`src/sv/odve_pkg.sv`:
```
`default_nettype none
// ----------------------------------------------------------------------------
// odve_pkg
// Shared types and constants of the offset delta variable-length encoder.
// ----------------------------------------------------------------------------
package odve_pkg;

    // Width of the position arithmetic; positions are reduced to this width.
    localparam int POSITION_WIDTH = 32;
    localparam int FIELD_WIDTH    = 32;
    localparam int QUOT_WIDTH     = 30;

    // Largest quotient that each encoding length can carry.
    localparam logic [63:0] QUOT_ONE_MAX  = 64'h3F;
    localparam logic [63:0] QUOT_TWO_MAX  = 64'h3FFF;
    localparam logic [63:0] QUOT_FOUR_MAX = 64'h3FFF_FFFF;

    // Size markers in the top two bits of the first byte.
    localparam logic [1:0] MARK_ONE  = 2'b01;
    localparam logic [1:0] MARK_TWO  = 2'b10;
    localparam logic [1:0] MARK_FOUR = 2'b11;

    typedef struct packed {
        logic [FIELD_WIDTH-1:0] field_position;
        logic                   first_of_table;
    } in_beat_t;

    typedef struct packed {
        logic [7:0] table_byte;
        logic       last_byte;
        logic       range_error;
    } out_beat_t;

    typedef enum logic [1:0] {
        KIND_ONE,
        KIND_TWO,
        KIND_FOUR,
        KIND_ERROR
    } enc_kind_t;

    typedef struct packed {
        enc_kind_t              kind;
        logic [QUOT_WIDTH-1:0]  quotient;
    } enc_entry_t;

    // Full and empty status of the queue, seen by both of its neighbours.
    typedef struct packed {
        logic full;
        logic empty;
    } queue_status_t;

endpackage : odve_pkg
`default_nettype wire

```
`src/sv/offset_delta_varlen_encoder.sv`:
```
`default_nettype none
// ----------------------------------------------------------------------------
// offset_delta_varlen_encoder
// Turns ascending pointer-field positions into a variable-length offset table.
// ----------------------------------------------------------------------------
// Usage. Each input beat carries a byte position and a flag marking the first
// position of a table. The block takes the distance from the previous accepted
// position, or from the base position register for a table's first entry,
// drops its two low bits and sends the quotient as one, two or four bytes,
// most significant first, with a size marker in the top two bits of the first
// byte. Each output beat is one table byte; last_byte marks an item's final
// byte. A negative distance or an oversized quotient gives a single beat with
// range_error set, and the previous position is then kept.
// The base position is written through cfg_wr_en and cfg_wr_data; the user
// must write it only while idle, which the block does not enforce.
// Throughput is one output byte per cycle, set by the back end's serialiser,
// while out_stall is low and items wait; an item is one, two or four bytes.
// A two-entry queue parts the classifying front end from the serialiser, so
// input beats keep being taken while output bytes wait under out_stall; the
// input stalls only when the queue is full. Reset clears the base and previous
// positions to zero and empties the queue and output stage.
// ----------------------------------------------------------------------------
module offset_delta_varlen_encoder
    import odve_pkg::*;
(
    input  wire logic                   clk,
    input  wire logic                   rst_n,
    input  wire logic                   cfg_wr_en,
    input  wire logic [FIELD_WIDTH-1:0] cfg_wr_data,
    input  wire logic                   in_valid,
    output      logic                   in_stall,
    input  wire in_beat_t               in_beat,
    output      logic                   out_valid,
    input  wire logic                   out_stall,
    output      out_beat_t              out_beat
);

    queue_status_t q_status;
    logic          q_push;
    enc_entry_t    q_push_entry;
    logic          q_pop;
    enc_entry_t    q_pop_entry;

    // The front end classifies each beat and tracks the previous position.
    odve_front u_front (
        .clk          (clk),
        .rst_n        (rst_n),
        .cfg_wr_en    (cfg_wr_en),
        .cfg_wr_data  (cfg_wr_data),
        .in_valid     (in_valid),
        .in_stall     (in_stall),
        .in_beat      (in_beat),
        .q_status     (q_status),
        .q_push       (q_push),
        .q_push_entry (q_push_entry)
    );

    // The queue holds classified items until the serialiser is ready.
    odve_queue u_queue (
        .clk        (clk),
        .rst_n      (rst_n),
        .push       (q_push),
        .push_entry (q_push_entry),
        .pop        (q_pop),
        .pop_entry  (q_pop_entry),
        .status     (q_status)
    );

    // The back end sends one byte per cycle from the registered item while out_stall is low.
    odve_back u_back (
        .clk         (clk),
        .rst_n       (rst_n),
        .q_status    (q_status),
        .q_pop_entry (q_pop_entry),
        .q_pop       (q_pop),
        .out_valid   (out_valid),
        .out_stall   (out_stall),
        .out_beat    (out_beat)
    );

endmodule : offset_delta_varlen_encoder
`default_nettype wire

```
`src/sv/odve_front.sv`:
```
`default_nettype none
// ----------------------------------------------------------------------------
// odve_front
// Accepts positions, forms the delta and classifies it into an encoding.
// ----------------------------------------------------------------------------
module odve_front
    import odve_pkg::*;
(
    input  wire logic                    clk,
    input  wire logic                    rst_n,
    input  wire logic                    cfg_wr_en,
    input  wire logic [FIELD_WIDTH-1:0]  cfg_wr_data,
    input  wire logic                    in_valid,
    output      logic                    in_stall,
    input  wire in_beat_t                in_beat,
    input  wire queue_status_t           q_status,
    output      logic                    q_push,
    output      enc_entry_t              q_push_entry
);

    logic [POSITION_WIDTH-1:0] base_reg;
    logic [POSITION_WIDTH-1:0] base_next;
    logic [POSITION_WIDTH-1:0] prev_reg;
    logic [POSITION_WIDTH-1:0] prev_next;
    logic [POSITION_WIDTH-1:0] pos;
    logic [POSITION_WIDTH-1:0] ref_pos;
    logic [POSITION_WIDTH:0]   diff;
    logic [63:0]               quot;
    logic                      accept;
    logic                      is_error;

    assign in_stall = q_status.full;
    assign accept   = in_valid && !q_status.full;

    always_comb
    begin
        pos     = POSITION_WIDTH'(in_beat.field_position);
        ref_pos = in_beat.first_of_table ? base_reg : prev_reg;
        diff    = {1'b0, pos} - {1'b0, ref_pos};
        quot    = 64'(diff[POSITION_WIDTH-1:2]);

        q_push_entry.quotient = QUOT_WIDTH'(quot);
        is_error = 1'b0;
        if (diff[POSITION_WIDTH])
        begin
            is_error = 1'b1;
        end
        else if (quot > QUOT_FOUR_MAX)
        begin
            is_error = 1'b1;
        end

        if (is_error)
        begin
            q_push_entry.kind = KIND_ERROR;
        end
        else if (quot <= QUOT_ONE_MAX)
        begin
            q_push_entry.kind = KIND_ONE;
        end
        else if (quot <= QUOT_TWO_MAX)
        begin
            q_push_entry.kind = KIND_TWO;
        end
        else
        begin
            q_push_entry.kind = KIND_FOUR;
        end

        q_push = accept;

        prev_next = prev_reg;
        if (accept && !is_error)
        begin
            prev_next = pos;
        end

        base_next = base_reg;
        if (cfg_wr_en)
        begin
            base_next = POSITION_WIDTH'(cfg_wr_data);
        end
    end

    always_ff @(posedge clk or negedge rst_n)
    begin
        if (!rst_n)
        begin
            base_reg <= '0;
            prev_reg <= '0;
        end
        else
        begin
            base_reg <= base_next;
            prev_reg <= prev_next;
        end
    end

endmodule : odve_front
`default_nettype wire

```
`src/sv/odve_queue.sv`:
```
`default_nettype none
// ----------------------------------------------------------------------------
// odve_queue
// Two-entry queue of classified items between the front and the back.
// ----------------------------------------------------------------------------
module odve_queue
    import odve_pkg::*;
(
    input  wire logic          clk,
    input  wire logic          rst_n,
    input  wire logic          push,
    input  wire enc_entry_t    push_entry,
    input  wire logic          pop,
    output      enc_entry_t    pop_entry,
    output      queue_status_t status
);

    enc_entry_t entries_reg [2];
    logic       wr_ptr_reg;
    logic       wr_ptr_next;
    logic       rd_ptr_reg;
    logic       rd_ptr_next;
    logic [1:0] count_reg;
    logic [1:0] count_next;
    logic       do_push;
    logic       do_pop;

    assign status.full  = (count_reg == 2'd2);
    assign status.empty = (count_reg == 2'd0);
    assign pop_entry    = entries_reg[rd_ptr_reg];

    always_comb
    begin
        do_push     = push && !status.full;
        do_pop      = pop && !status.empty;
        wr_ptr_next = do_push ? !wr_ptr_reg : wr_ptr_reg;
        rd_ptr_next = do_pop ? !rd_ptr_reg : rd_ptr_reg;
        count_next  = count_reg;
        if (do_push && !do_pop)
        begin
            count_next = count_reg + 2'd1;
        end
        else if (do_pop && !do_push)
        begin
            count_next = count_reg - 2'd1;
        end
    end

    always_ff @(posedge clk)
    begin
        if (do_push)
        begin
            entries_reg[wr_ptr_reg] <= push_entry;
        end
    end

    always_ff @(posedge clk or negedge rst_n)
    begin
        if (!rst_n)
        begin
            wr_ptr_reg <= 1'b0;
            rd_ptr_reg <= 1'b0;
            count_reg  <= 2'd0;
        end
        else
        begin
            wr_ptr_reg <= wr_ptr_next;
            rd_ptr_reg <= rd_ptr_next;
            count_reg  <= count_next;
        end
    end

endmodule : odve_queue
`default_nettype wire

```
`src/sv/odve_back.sv`:
```
`default_nettype none
// ----------------------------------------------------------------------------
// odve_back
// Takes classified items from the queue, sending a byte a cycle unless stalled.
// ----------------------------------------------------------------------------
module odve_back
    import odve_pkg::*;
(
    input  wire logic          clk,
    input  wire logic          rst_n,
    input  wire queue_status_t q_status,
    input  wire enc_entry_t    q_pop_entry,
    output      logic          q_pop,
    output      logic          out_valid,
    input  wire logic          out_stall,
    output      out_beat_t     out_beat
);

    logic                  busy_reg;
    logic                  busy_next;
    enc_kind_t             kind_reg;
    enc_kind_t             kind_next;
    logic [QUOT_WIDTH-1:0] quot_reg;
    logic [QUOT_WIDTH-1:0] quot_next;
    logic [1:0]            idx_reg;
    logic [1:0]            idx_next;
    logic                  load;

    assign out_valid = busy_reg;

    always_comb
    begin
        out_beat.range_error = 1'b0;
        out_beat.last_byte   = 1'b0;
        out_beat.table_byte  = 8'h00;
        case (kind_reg)
            KIND_ONE:
            begin
                out_beat.table_byte = {MARK_ONE, quot_reg[5:0]};
                out_beat.last_byte  = 1'b1;
            end
            KIND_TWO:
            begin
                if (idx_reg == 2'd0)
                begin
                    out_beat.table_byte = {MARK_TWO, quot_reg[13:8]};
                end
                else
                begin
                    out_beat.table_byte = quot_reg[7:0];
                    out_beat.last_byte  = 1'b1;
                end
            end
            KIND_FOUR:
            begin
                case (idx_reg)
                    2'd0:    out_beat.table_byte = {MARK_FOUR, quot_reg[29:24]};
                    2'd1:    out_beat.table_byte = quot_reg[23:16];
                    2'd2:    out_beat.table_byte = quot_reg[15:8];
                    default:
                    begin
                        out_beat.table_byte = quot_reg[7:0];
                        out_beat.last_byte  = 1'b1;
                    end
                endcase
            end
            default:
            begin
                out_beat.last_byte   = 1'b1;
                out_beat.range_error = 1'b1;
            end
        endcase
    end

    always_comb
    begin
        // A new item is loaded when nothing is held, or as the final byte
        // of the current one is taken.
        load      = !busy_reg || (!out_stall && out_beat.last_byte);
        q_pop     = load && !q_status.empty;
        busy_next = busy_reg;
        kind_next = kind_reg;
        quot_next = quot_reg;
        idx_next  = idx_reg;
        if (load)
        begin
            busy_next = !q_status.empty;
            kind_next = q_pop_entry.kind;
            quot_next = q_pop_entry.quotient;
            idx_next  = 2'd0;
        end
        else if (!out_stall)
        begin
            idx_next = idx_reg + 2'd1;
        end
    end

    always_ff @(posedge clk)
    begin
        kind_reg <= kind_next;
        quot_reg <= quot_next;
    end

    always_ff @(posedge clk or negedge rst_n)
    begin
        if (!rst_n)
        begin
            busy_reg <= 1'b0;
            idx_reg  <= 2'd0;
        end
        else
        begin
            busy_reg <= busy_next;
            idx_reg  <= idx_next;
        end
    end

endmodule : odve_back
`default_nettype wire
```
`config.mk`:
```
export PLATFORM = sky130hd
export DESIGN_NAME = offset_delta_varlen_encoder
export DESIGN_NICKNAME = d
export VERILOG_FILES = /design/src/sv/odve_pkg.sv /design/src/sv/offset_delta_varlen_encoder.sv /design/src/sv/odve_front.sv /design/src/sv/odve_queue.sv /design/src/sv/odve_back.sv
export SDC_FILE = /design/constraint.sdc
export NUM_CORES = 1
export LEC_CHECK = 0
export BUFFER_PORTS_ARGS = -buffer_cell sky130_fd_sc_hd__buf_2
export CORE_UTILIZATION = 50
export DETAILED_ROUTE_END_ITERATION = 10
export PLACE_DENSITY = 0.72
export SLEW_MARGIN = 30
export SYNTH_ARGS = -nofsm -noshare
export SYNTH_HDL_FRONTEND = slang
export SYNTH_SLANG_ARGS = --single-unit
```
`constraint.sdc`:
```
create_clock -name clk -period 4.8 [get_ports clk]
set_input_delay 0.48 -clock clk [delete_from_list [all_inputs] [get_ports clk]]
set_output_delay 0.48 -clock clk [all_outputs]
set_load 0.005 [all_outputs]
```
* Yosys cells after proc, flatten, opt, wreduce, memory -nomap -nowiden
Memory sizes are Yosys's and may differ from the RTL's. A register that Yosys moved wholly into a read port is not among the register bits. Cells that the tools add are included.
Word-level totals: memory bits (writable) 64, logic and storage cells 62, input bits 70, output and inout port bits 12, bits in read-only memories 0, bits in latches 0, register bits 71, memories 1
Memories:
- u_queue.entries_reg | depth 2, width 32, read ports 1, clocked after Yosys merged registers in 1, write ports 1, line odve_queue.sv:18 | enc_entry_t entries_reg [2];
Cells by class: reductions and logical operators 24, equal/unequal tests 6, muxes and demuxes 18, shift-type cells 0, $lt $le $gt $ge 2, multipliers 0, bitwise gates (word level) 0, divide/modulo/power cells 0, $add $sub $neg 4
Operators by type and width (number):
- case mux 8 bit (3 select lines) | 2
- subtractor 32 x 32 -> 33 bit | 1
- 2-to-1 mux 32 bit | 1
- less-or-equal comparator 30 x 14 -> 1 bit, second input constant | 1
- less-or-equal comparator 30 x 6 -> 1 bit, second input constant | 1
- 2-to-1 mux 2 bit | 7
- logical NOT 1 bit | 9
- logical AND 1 bit | 8
- 2-to-1 mux 8 bit | 1
- equality test 2 bit, second input constant | 3
- logical NOT 2 bit | 3
- 2-to-1 mux 1 bit | 6
- OR reduction 3 bit | 2
- adder 2 x 1 -> 2 bit, second input constant | 2
- equality test 2 x 1 -> 1 bit, second input constant | 2
- != test 2 x 1 -> 1 bit, second input constant | 1
- case mux 1 bit (2 select lines) | 1
- nonzero test 2 bit | 1
- subtractor 2 x 1 -> 2 bit, second input constant | 1
- logical OR 1 bit | 1

* Logic depth before layout (Yosys ltp)
Gate-level depths: netlist of run 1.
depth after elaboration 11, mapped depth 15, gate-level depth less buffers 12

* Cells and area by module
Synthesis of run 1 repeated with hierarchy kept, for this count alone.
Second synthesis, totals: cells, all modules 660, area, all modules 8828.5 um^2
Modules (own cells, without submodules):
- odve_front | area each 4480.5 um^2, cells an instance 417, times used 1, sequential area each 1601.5 um^2
- odve_queue | area each 2658.8 um^2, cells an instance 119, times used 1, sequential area each 2021.9 um^2
- odve_back | area each 1689.1 um^2, cells an instance 124, times used 1, sequential area each 1036.0 um^2

* Worst setup path before layout of run 1
Ideal clock, no wire load.
kind reg2reg, start point reg u_back.idx_reg[0], end point reg u_queue.count_reg[1], period minus slack after synthesis 4.969 ns, slack -0.169 ns, buffers on the path 1, arrival time 4.890 ns, library setup time 0.079 ns, data required time 4.721 ns, stages on the path, launching flop included 14, path through dfrtp_1 -> inv_1 -> ha_1 -> clkbuf_1 -> inv_1 -> a22oi_1 -> nand2_1 -> inv_1 -> o21ai_0 -> o21ai_0 -> ha_1 -> xor2_1 -> nor2_1 -> xor2_1
RTL lines:
- start, declared | line odve_back.sv:25 | logic [1:0] idx_reg;
- start signal, assigned | line odve_back.sv:114 | idx_reg <= idx_next;
- end signal, assigned | line odve_queue.sv:69 | count_reg <= count_next;
- end, declared | line odve_queue.sv:23 | logic [1:0] count_reg;

==> reports/qor.csv, run 1 <==
metric,value,unit
Placed Instances,957,
Max Root-Sink Buffers,2,
RSZ-0062 raised after global routing,false,
CTS root buf,clkbuf_16,
IO buf count,81,
Comb pwr share,38.5,%
CP arrival,3950,ps
Clock power frac,21.5,%
Worst Skew,7.93,ps
antenna cells,0,
Reg power frac,39.9,%
"top cells by count, synth","96 x edfxtp_1, 71 x dfrtp_1, 64 x mux2_2",
Pre-antenna DRT Iters,5,
Mapped Cells,682,
switching share of power,35.1,%
critical path type,input port to flop,
postcts setup bufs,0,
grt ovf,0,
iteration-0 DRC count of the detailed router,296,
pwr dens,642,nW/um^2
Fmax,0.263,GHz
max FFs per register,64,
max-slew violations,0,
status,finished clean,
hpwl dp,12800,um
Final Hold Fails,0,
gpl congestion,0.875,
CP Launch Type,input port,
number of synthesized flops with an enable pin,96,
"critical path fanouts, max",13,
die height,134,um
first-pass GRT wire length,29300,um
Int Pwr,4090,uW
Slew HR,49.5,%
multiplexer share of the synthesized area,16.3,%
via count,5712,
CTS Buf Count,17,
CTS Sinks,167,
flop2flop setup slack,1090,ps
Area Growth Syn to Fin,13.2,%
# resized after CTS,0,
most used flip-flop cell after synthesis,edfxtp_1,
multi-input logic area,3760,um^2
final wirelength,17600,um
Initial Util,51.7,%
synthesized area,8670,um^2
via/cell ratio,5.78,
share of post-route cells with drive strength above 1,24.7,%
Post-Synth Simple-Gate Area,6.58,%
Worst setup EP type,flop,
Reg area,4660,um^2
cell with the most instances after synthesis,edfxtp_1,
number of global-route vias before repair,5915,
number of setup violations in the final report,0,
Pleak,0.00400,uW
"CTS clk-pin slew, worst paths",70,ps
"area leader, netlist",edfxtp_1,
Seq cells post-synth,167,
"Seq/Total Area, Yosys",53.8,%
Ys Warns,0,
"Req. time, crit path",4940,ps
CTS tree,built,
wire per inst,17.8,um
pin count of the biggest net entering global routing,72,
Tcrit/Tclk final,79.3,%
CTS H-tree lvls,4,
post-synth cell types,69,
hold buffers post-CTS,0,
TNS Setup,0,ps
NumNets Final,867,
gr usage total,21.0,%
Worst-Skew Late Latency,420,ps
Layout Cells excl Fill,989,
adder-cell share of the synthesized area,5.92,%
"antenna viol nets, final",0,
Async SR Flop Fraction,42.5,%
average size of a mapped cell,12.7,um^2
core area,16800,um^2
die area,17900,um^2
"top cells by area, synth","edfxtp_1 33%, dfrtp_1 20%, mux2_2 8.3%",
Post-Synth XOR/XNOR Area,3.23,%
# DRC,0,
area share of the largest cell type after synthesis,33.3,%
Hold Path Class,input port to async pin,
worst vdd ir,0.425,mV
compound-gate portion of the synthesized area,11.3,%
initial antenna violation count,0,
Least-Margin Pin Slew,757,ps
largest family of logic cells by synthesized area,multiplexers,
Die Span X,134,um
Sw Pwr,2210,uW
max-cap viol count,0,
Filler cells,1357,
synthesized net count,793,
row count,47,
minimum clock period,3810,ps
Ports,82,
[cell families (layout without fill, tap and decap cells)]
kind of cell / Yosys count / count (layout)
buffers and inverters: 53 / 140
AOI/OAI and AO/OA: 144 / 144
muxes: 129 / 129
adders and majority gates: 41 / 41
xor gates and xnor gates: 32 / 32
and+or+nand+nor: 116 / 116
DFF: 167 / 167
[stage by stage]
step	cell area (um^2)	power (uW)	worst slack, ps	hold slack, ps	utilization [%]
after floorplan	8670	4270	447	184	-
after global placement	9230	4860	698	466	55.1
after detailed placement	9230	4950	569	474	55.1
after CTS	9810	6330	1010	242	58.5
after global routing	9810	6680	710	120	58.6
final	9810	6300	993	36.5	58.6
[per-layer routing]
metal / routed length (um) / part of all wire (%) / track usage (%) / up-vias
met5: 0 / 0 / 0 / -
met4: 314 / 1.8 / 8.65 / 0
met3: 618 / 3.5 / 3.23 / 25
met2: 8340 / 47 / 34.4 / 142
met1: 8370 / 47 / 28.0 / 2816
li1: - / - / - / 2729
[final cells by class]
type                    instances  share of cell area [%]
repair buffers                 88                    4.73
well taps                     220                    2.81
clock inverters                12                    1.44
flip-flops and latches        167                    47.5
inverters                      20                   0.765
multi-input cells             462                    38.3
clock buffers                  20                    4.45
[worst max-delay path: stages]
cell      delay (ps)
buf_2            330
mux2i_1          260
ha_1             360
a211oi_2         250
nor2_1            80
or3b_1           340
a221o_1          400
or3_1            390
a21oi_1          150
or4b_1           460
nor4b_2          280
nand4b_1         160
[placed cells by master (no fill, tap or decap), types with 5 or more instances in the layout]
cell type and instances:
edfxtp_1 96, buf_2 80, dfrtp_1 71, mux2_2 64
ha_1 41, nand2_1 38, a21oi_1 36, mux2_1 33
mux2i_1 32, nor2_1 27, o21ai_0 23, xnor2_1 22
inv_1 20, clkbuf_16 17, xor2_1 10, nand4_1 9
nor3_1 9, o21ai_1 7, a21o_1 7, a31oi_1 7
a22o_1 7, buf_4 7, o21a_1 6, o211ai_1 6
a222oi_1 6, nand3_1 5, and3_1 5
[power by group through the flow]
stage	sequential (uW)	combinational (uW)	clock [uW]
global placement	2510	2350	0
detailed placement	2540	2410	0
floorplan	2470	1800	0
CTS	2520	2440	1380
global route	2570	2680	1430
finish	2510	2430	1360
[final timing paths]
kind,startpoint,to,depth (start not counted)
max,in_beat[0],u_queue.entries_reg[0][31],12
min,rst_n,u_front.base_reg[6],1
max reg2reg,u_front.base_reg[15],u_queue.entries_reg[0][31],11
min reg2reg,u_front.prev_reg[24],u_front.prev_reg[24],1
max in group asynchronous,rst_n,u_back.idx_reg[0],1
min in group clk,cfg_wr_data[27],u_front.base_reg[27],2
Power figures use the tool's default switching activity.
==> run 2, diff against run 1 <==
Settings changed: ABC_AREA set to 1, PLACE_DENSITY 0.72 to 0.69.
Clock period 4.8 ns to 3.9 ns, I/O delays scaled along.
==> run 2 against run 1 <==
Against the previous run: die area grew 10%; largest power group unchanged; via count grew 35%; synthesized area grew 10%; first-iteration DRC count grew 51%; cell count grew 57%.
==> reports/qor.csv, run 2 <==
metric,value,unit
number of global-route vias before repair,7267,
iteration-0 DRC count of the detailed router,446,
Worst setup EP type,flop,
CP Buf/Inv Count,2,
CTS root buf,clkbuf_16,
Async SR Flop Fraction,42.5,%
synthesized net count,1337,
max FFs per register,64,
Tcrit/Tclk final,72.8,%
IO buf count,81,
final wirelength,21700,um
Comb pwr share,37.8,%
Reg power frac,38.8,%
first-pass GRT wire length,35500,um
pin count of the biggest net entering global routing,65,
Pleak,0.00547,uW
die height,140,um
# DRC,0,
Max stage delay on crit path,430,ps
minimum clock period,2840,ps
"antenna viol nets, final",0,
die area,19700,um^2
CTS Sinks,167,
CTS H-tree lvls,4,
initial antenna violation count,0,
via count,7722,
worst r2r src,u_back.idx_reg[0],
Worst Skew,9.83,ps
average size of a mapped cell,7.80,um^2
Ports,82,
Int Pwr,4680,uW
Ys Warns,0,
max-cap viol count,0,
Hold Path Class,input port to flop,
Crit path depth,12,
most frequent cells in the layout,"481 x nand2_1, 168 x inv_1, 96 x edfxtp_1",
pwr dens,701,nW/um^2
"area leader, netlist",edfxtp_1,
number of setup violations in the final report,0,
max-slew violations,0,
row count,50,
share of post-route cells with drive strength above 1,12.8,%
gpl congestion,0.979,
crit-path leading delay family,compound AO/OA/AOI/OAI gates,
CTS Buf Count,17,
post-layout util,58.0,%
CP cell instances,"inv_1, ha_1, o21ai_1, inv_1, nand2_1, nor2_1, a21oi_2, o21ai_0, ha_1, a21oi_1, o21ai_0, xor2_1",
"Req. time, crit path",4200,ps
critical path type,flop to flop,
Filler cells,1708,
RR Endpoint,u_queue.count_reg[1],
wire per inst,14.0,um
CP Launch Type,flop,
"critical path fanouts, max",10,
synthesized area,9560,um^2
Sw Pwr,2920,uW
grt ovf,0,
Worst-Skew Late Latency,430,ps
"commonest non-fill, non-tap cell in the layout",nand2_1,
via/cell ratio,4.98,
status,finished clean,
core area,18700,um^2
CP arrival,3140,ps
Die Span X,140,um
CP max-delay cell,o21ai_1,
Final Hold Fails,0,
most used flip-flop cell after synthesis,edfxtp_1,
switching share of power,38.4,%
Placed Instances,1519,
Slew HR,43.2,%
area share of the largest cell type after synthesis,30.2,%
crit path capture,u_queue.count_reg[1],
number of synthesized flops with an enable pin,96,
RSZ-0062 raised after global routing,false,
antenna cells,0,
Clock power frac,23.5,%
Least-Margin Pin Slew,852,ps
hpwl dp,16400,um
"Seq/Total Area, Yosys",48.7,%
Pre-antenna DRT Iters,5,
gr usage total,23.3,%
NumNets Final,1416,
CTS tree,built,
Layout Cells excl Fill,1552,
flop2flop setup slack,1060,ps
post-synth cell types,39,
worst vdd ir,0.328,mV
R2R cell count,12,
TNS Setup,0,ps
Seq cells post-synth,167,
"top cells by area, synth","edfxtp_1 30%, nand2_1 19%, dfrtp_1 19%",
"CTS clk-pin slew, worst paths",70,ps
Area Growth Syn to Fin,13.4,%
Fmax,0.352,GHz
cell with the most instances after synthesis,nand2_1,
"top cells by count, synth","481 x nand2_1, 168 x inv_1, 96 x edfxtp_1",
worst setup path start,u_back.idx_reg[0],
Initial Util,51.1,%
Max Root-Sink Buffers,2,
Mapped Cells,1226,
run 2: cell types whose count changed in the layout (fill, tap and decap cells not counted), sizes merged, moves of 43 or more:
| cell | delta |
|---|---|
| nor2 | +43 |
| nand3 | +65 |
| nand2 | +463 |
| o21ai | +50 |
| mux2 | -97 |
| inv | +155 |
run 2: timing repair:
item                                    in CTS  in global routing
buffers inserted                             0                  0
gates resized for setup                      0                  0
hold buffers                                 1                  0
endpoints found under the setup margin       0                  0
hold endpoints to repair                    21                  0
run 2: metrics by stage:
step                      worst slack (ps)  hold WS, ps  power (uW)  cell area [um^2]
final                                 1060          160        7600             10800
after global routing                   768          165        8160             10800
after CTS                             1010          149        7640             10800
after detailed placement               642          340        5850             10200
after global placement                 660          447        5770             10200
after floorplan                        383         94.4        4980              9560
run 2: how the worst min path moves through the flow:
stage                                    from                   end  slack, ps  cells after the start
after floorplan                         rst_n     u_back.idx_reg[0]         90                      0
after CTS                     cfg_wr_data[12]  u_front.base_reg[12]        150                      3
after global routing          cfg_wr_data[20]  u_front.base_reg[20]        170                      3
after detailed placement                rst_n     u_back.idx_reg[0]        340                      1
final                         cfg_wr_data[20]  u_front.base_reg[20]        160                      3
after global placement    u_front.prev_reg[6]   u_front.prev_reg[6]        450                      2
run 2: final cells by class:
type                    instances  area [um^2]  area share [%]
clock buffers                  19          443            4.09
clock inverters                13          170            1.57
inverters                     177          664            6.13
multi-input cells             849         4090            37.7
flip-flops and latches        167         4660            43.0
well taps                     234          293            2.70
repair buffers                 93          520            4.80
run 2: worst min-delay path, delay by kind of cell:
| family | cells | cell delay (ps) |
|---|---|---|
| buffers and inverters | 1 | 70 |
| AOI/OAI and AO/OA | 1 | 50 |
| and+or+nand+nor | 1 | 40 |
run 2: cells by family (layout without fill, tap and decap cells):
| kind of cell | after synthesis | count (layout) | synth area share, % |
|---|---|---|---|
| AND/OR/NAND/NOR | 659 | 659 | 28.5 |
| flip-flops | 167 | 167 | 48.7 |
| adder cells (fa/ha/maj) | 41 | 41 | 5.37 |
| XOR/XNOR | 8 | 8 | 0.733 |
| AO/OA/AOI/OAI | 141 | 141 | 8.09 |
| buffers and inverters | 210 | 302 | 8.57 |
run 2: power by group through the flow:
| stage | Sequential [uW] | Combinational, uW | Clock, uW |
|---|---|---|---|
| finish | 2940 | 2870 | 1780 |
| global route | 3000 | 3280 | 1880 |
| CTS | 2950 | 2880 | 1810 |
| detailed placement | 2980 | 2870 | 0 |
| global placement | 2960 | 2820 | 0 |
| floorplan | 2910 | 2070 | 0 |
run 2: layer usage:
layer  global-route usage (%)  routed length, um  vias to the layer above  part of all wire [%]
met1                     31.5              10500                     3486                    48
met2                     38.0               9970                      164                    46
met4                     9.14                569                        0                   2.6
met3                     3.38                651                       38                   3.0
met5                        0                  0                        -                     0
li1                         -                  -                     4034                     -
==> run 3, diff against run 2 <==
Settings changed: ABC_AREA 1 to 0, PLACE_DENSITY 0.69 to 0.72.
Clock period 3.9 ns to 2.4 ns, I/O delays scaled along.
==> run 3 against run 2 <==
Against the previous run: the flow now finishes with violations (setup timing); power increased by 110%; sequential cell count unchanged; combinational power rose to 2.9 times the previous value; clock skew increased by 2.2 ps; routed wire length is 7.4% higher; clock-buffer cell count down 1; register-to-register slack lost 2200 ps; critical path depth stayed put; worst hold slack lost 130 ps; cell count decreased by 24%; largest cell class unchanged.
==> reports/qor.csv, run 3 (synthesized netlist as in run 1, its figures left out) <==
metric,value,unit
status,finished with violations,
failing checks,setup timing,
Area Growth Syn to Fin,40.8,%
Pleak,0.00523,uW
CTS H-tree lvls,4,
CP Buf/Inv Count,1,
Worst Skew,12.1,ps
total power,16300,uW
"antenna viol nets, final",0,
worst vdd ir,0.935,mV
Pre-antenna DRT Iters,5,
core area,16800,um^2
worst r2r src,u_front.base_reg[5],
post-layout util,72.8,%
CTS tree,built,
CP arrival,3730,ps
Final Hold Fails,0,
first-pass GRT wire length,33900,um
Tcrit/Tclk final,149,%
die area,17900,um^2
Filler cells,1033,
CTS Buf Count,17,
CP cell instances,"mux2i_1, ha_1, buf_6, a211o_1, a21oi_2, nand3_2, o211a_1, or3_4, a21oi_2, or4b_4, nor4b_4, nand4b_1",
IO buf count,81,
Worst-Skew Late Latency,440,ps
CP dominant cell by count,a21oi_2,
critical path type,flop to flop,
final wirelength,23300,um
CTS root buf,clkbuf_16,
grt ovf,0,
NumNets Final,1055,
crit-path leading delay family,simple AND/OR/NAND/NOR gates,
antenna cells,0,
RSZ-0062 raised after global routing,true,
most frequent cells in the layout,"156 x buf_4, 96 x edfxtp_1, 79 x buf_2",
via count,6793,
hold_sp,cfg_wr_data[24],
pin count of the biggest net entering global routing,72,
pwr dens,1340,nW/um^2
"CTS clk-pin slew, worst paths",60,ps
Least-Margin Pin Slew,731,ps
share of post-route cells with drive strength above 1,52.0,%
die height,134,um
Worst setup EP type,flop,
worst setup path start,u_front.base_reg[5],
gr usage total,24.6,%
hpwl dp,14200,um
Slew HR,51.3,%
"commonest non-fill, non-tap cell in the layout",buf_4,
Hold Path Class,input port to flop,
Ports,82,
Initial Util,51.7,%
max-slew violations,0,
Max Root-Sink Buffers,2,
max-cap viol count,0,
CP Launch Type,flop,
gpl congestion,0.856,
CP max-delay cell,or4b_4,
max FFs per register,64,
Fmax,0.280,GHz
number of setup violations in the final report,82,
CTS Sinks,167,
via/cell ratio,5.77,
Die Span X,134,um
wire per inst,19.8,um
"Req. time, crit path",2560,ps
initial antenna violation count,0,
number of global-route vias before repair,6838,
Max stage delay on crit path,490,ps
final setup margin,-1170,ps
# DRC,0,
iteration-0 DRC count of the detailed router,408,
minimum clock period,3570,ps
row count,47,
"critical path fanouts, max",2,
[run 3: power breakdown]
part           total, uW  switching [uW]  leakage [uW]  internal, uW
sequential          5110             492       0.00173          4620
combinational       8400            4060       0.00322          4340
clock               2820            1170      0.000286          1650
total              16300            5720       0.00523         10600
[run 3: area by class of cell]
type	count	area (um^2)	share of cell area [%]
flip-flops and latches	167	4660	38.2
multi-input cells	463	4520	37.1
repair buffers	275	2070	17.0
clock buffers	18	429	3.52
well taps	220	275	2.26
clock inverters	14	171	1.40
inverters	20	75.1	0.615
[run 3: path summary, 6_finish.rpt]
| kind | endpoint | slack, ps | cells past startpoint |
|---|---|---|---|
| max | u_queue.entries_reg[0][31] | -1170 | 12 |
| max reg2reg | u_queue.entries_reg[0][31] | -1170 | 12 |
| min in group asynchronous | u_front.prev_reg[5] | 360 | 3 |
| min | u_front.base_reg[24] | 30 | 2 |
| min reg2reg | u_front.prev_reg[23] | 510 | 1 |
| max in group asynchronous | u_back.out_valid | 1700 | 3 |
[run 3: layer usage]
| metal | GRT usage, % | vias to the layer above | part of all wire, % |
|---|---|---|---|
| li1 | - | 3098 | - |
| met1 | 29.7 | 3379 | 41 |
| met2 | 43.6 | 233 | 50 |
| met3 | 4.57 | 83 | 4.9 |
| met4 | 9.15 | 0 | 4.0 |
| met5 | 0 | - | 0 |
[run 3: metrics by stage]
step / setup slack, ps / area, um^2 / hold WS, ps / instances / TNS, ps
floorplan: -1150 / 8770 / -55.6 / 682 / -39640
global placement: -1420 / 10400 / 265 / 1107 / -74350
detailed placement: -1580 / 10400 / 279 / 1107 / -82610
CTS: -1040 / 11500 / 30.5 / 1164 / -43130
global route: -1270 / 12200 / 34.1 / 1177 / -58550
finish: -1170 / 12200 / 32.7 / 1177 / -49140
[run 3: what timing repair did]
| item | 4_1_cts | 5_1_grt |
|---|---|---|
| resized for setup | 54 | 138 |
| hold buffers | 1 | 0 |
| endpoints found under the hold margin | 71 | 0 |
| pin swaps | 27 | 55 |
| gates cloned | 3 | 0 |
| endpoints found under the setup margin | 86 | 93 |
| setup buffers | 22 | 31 |
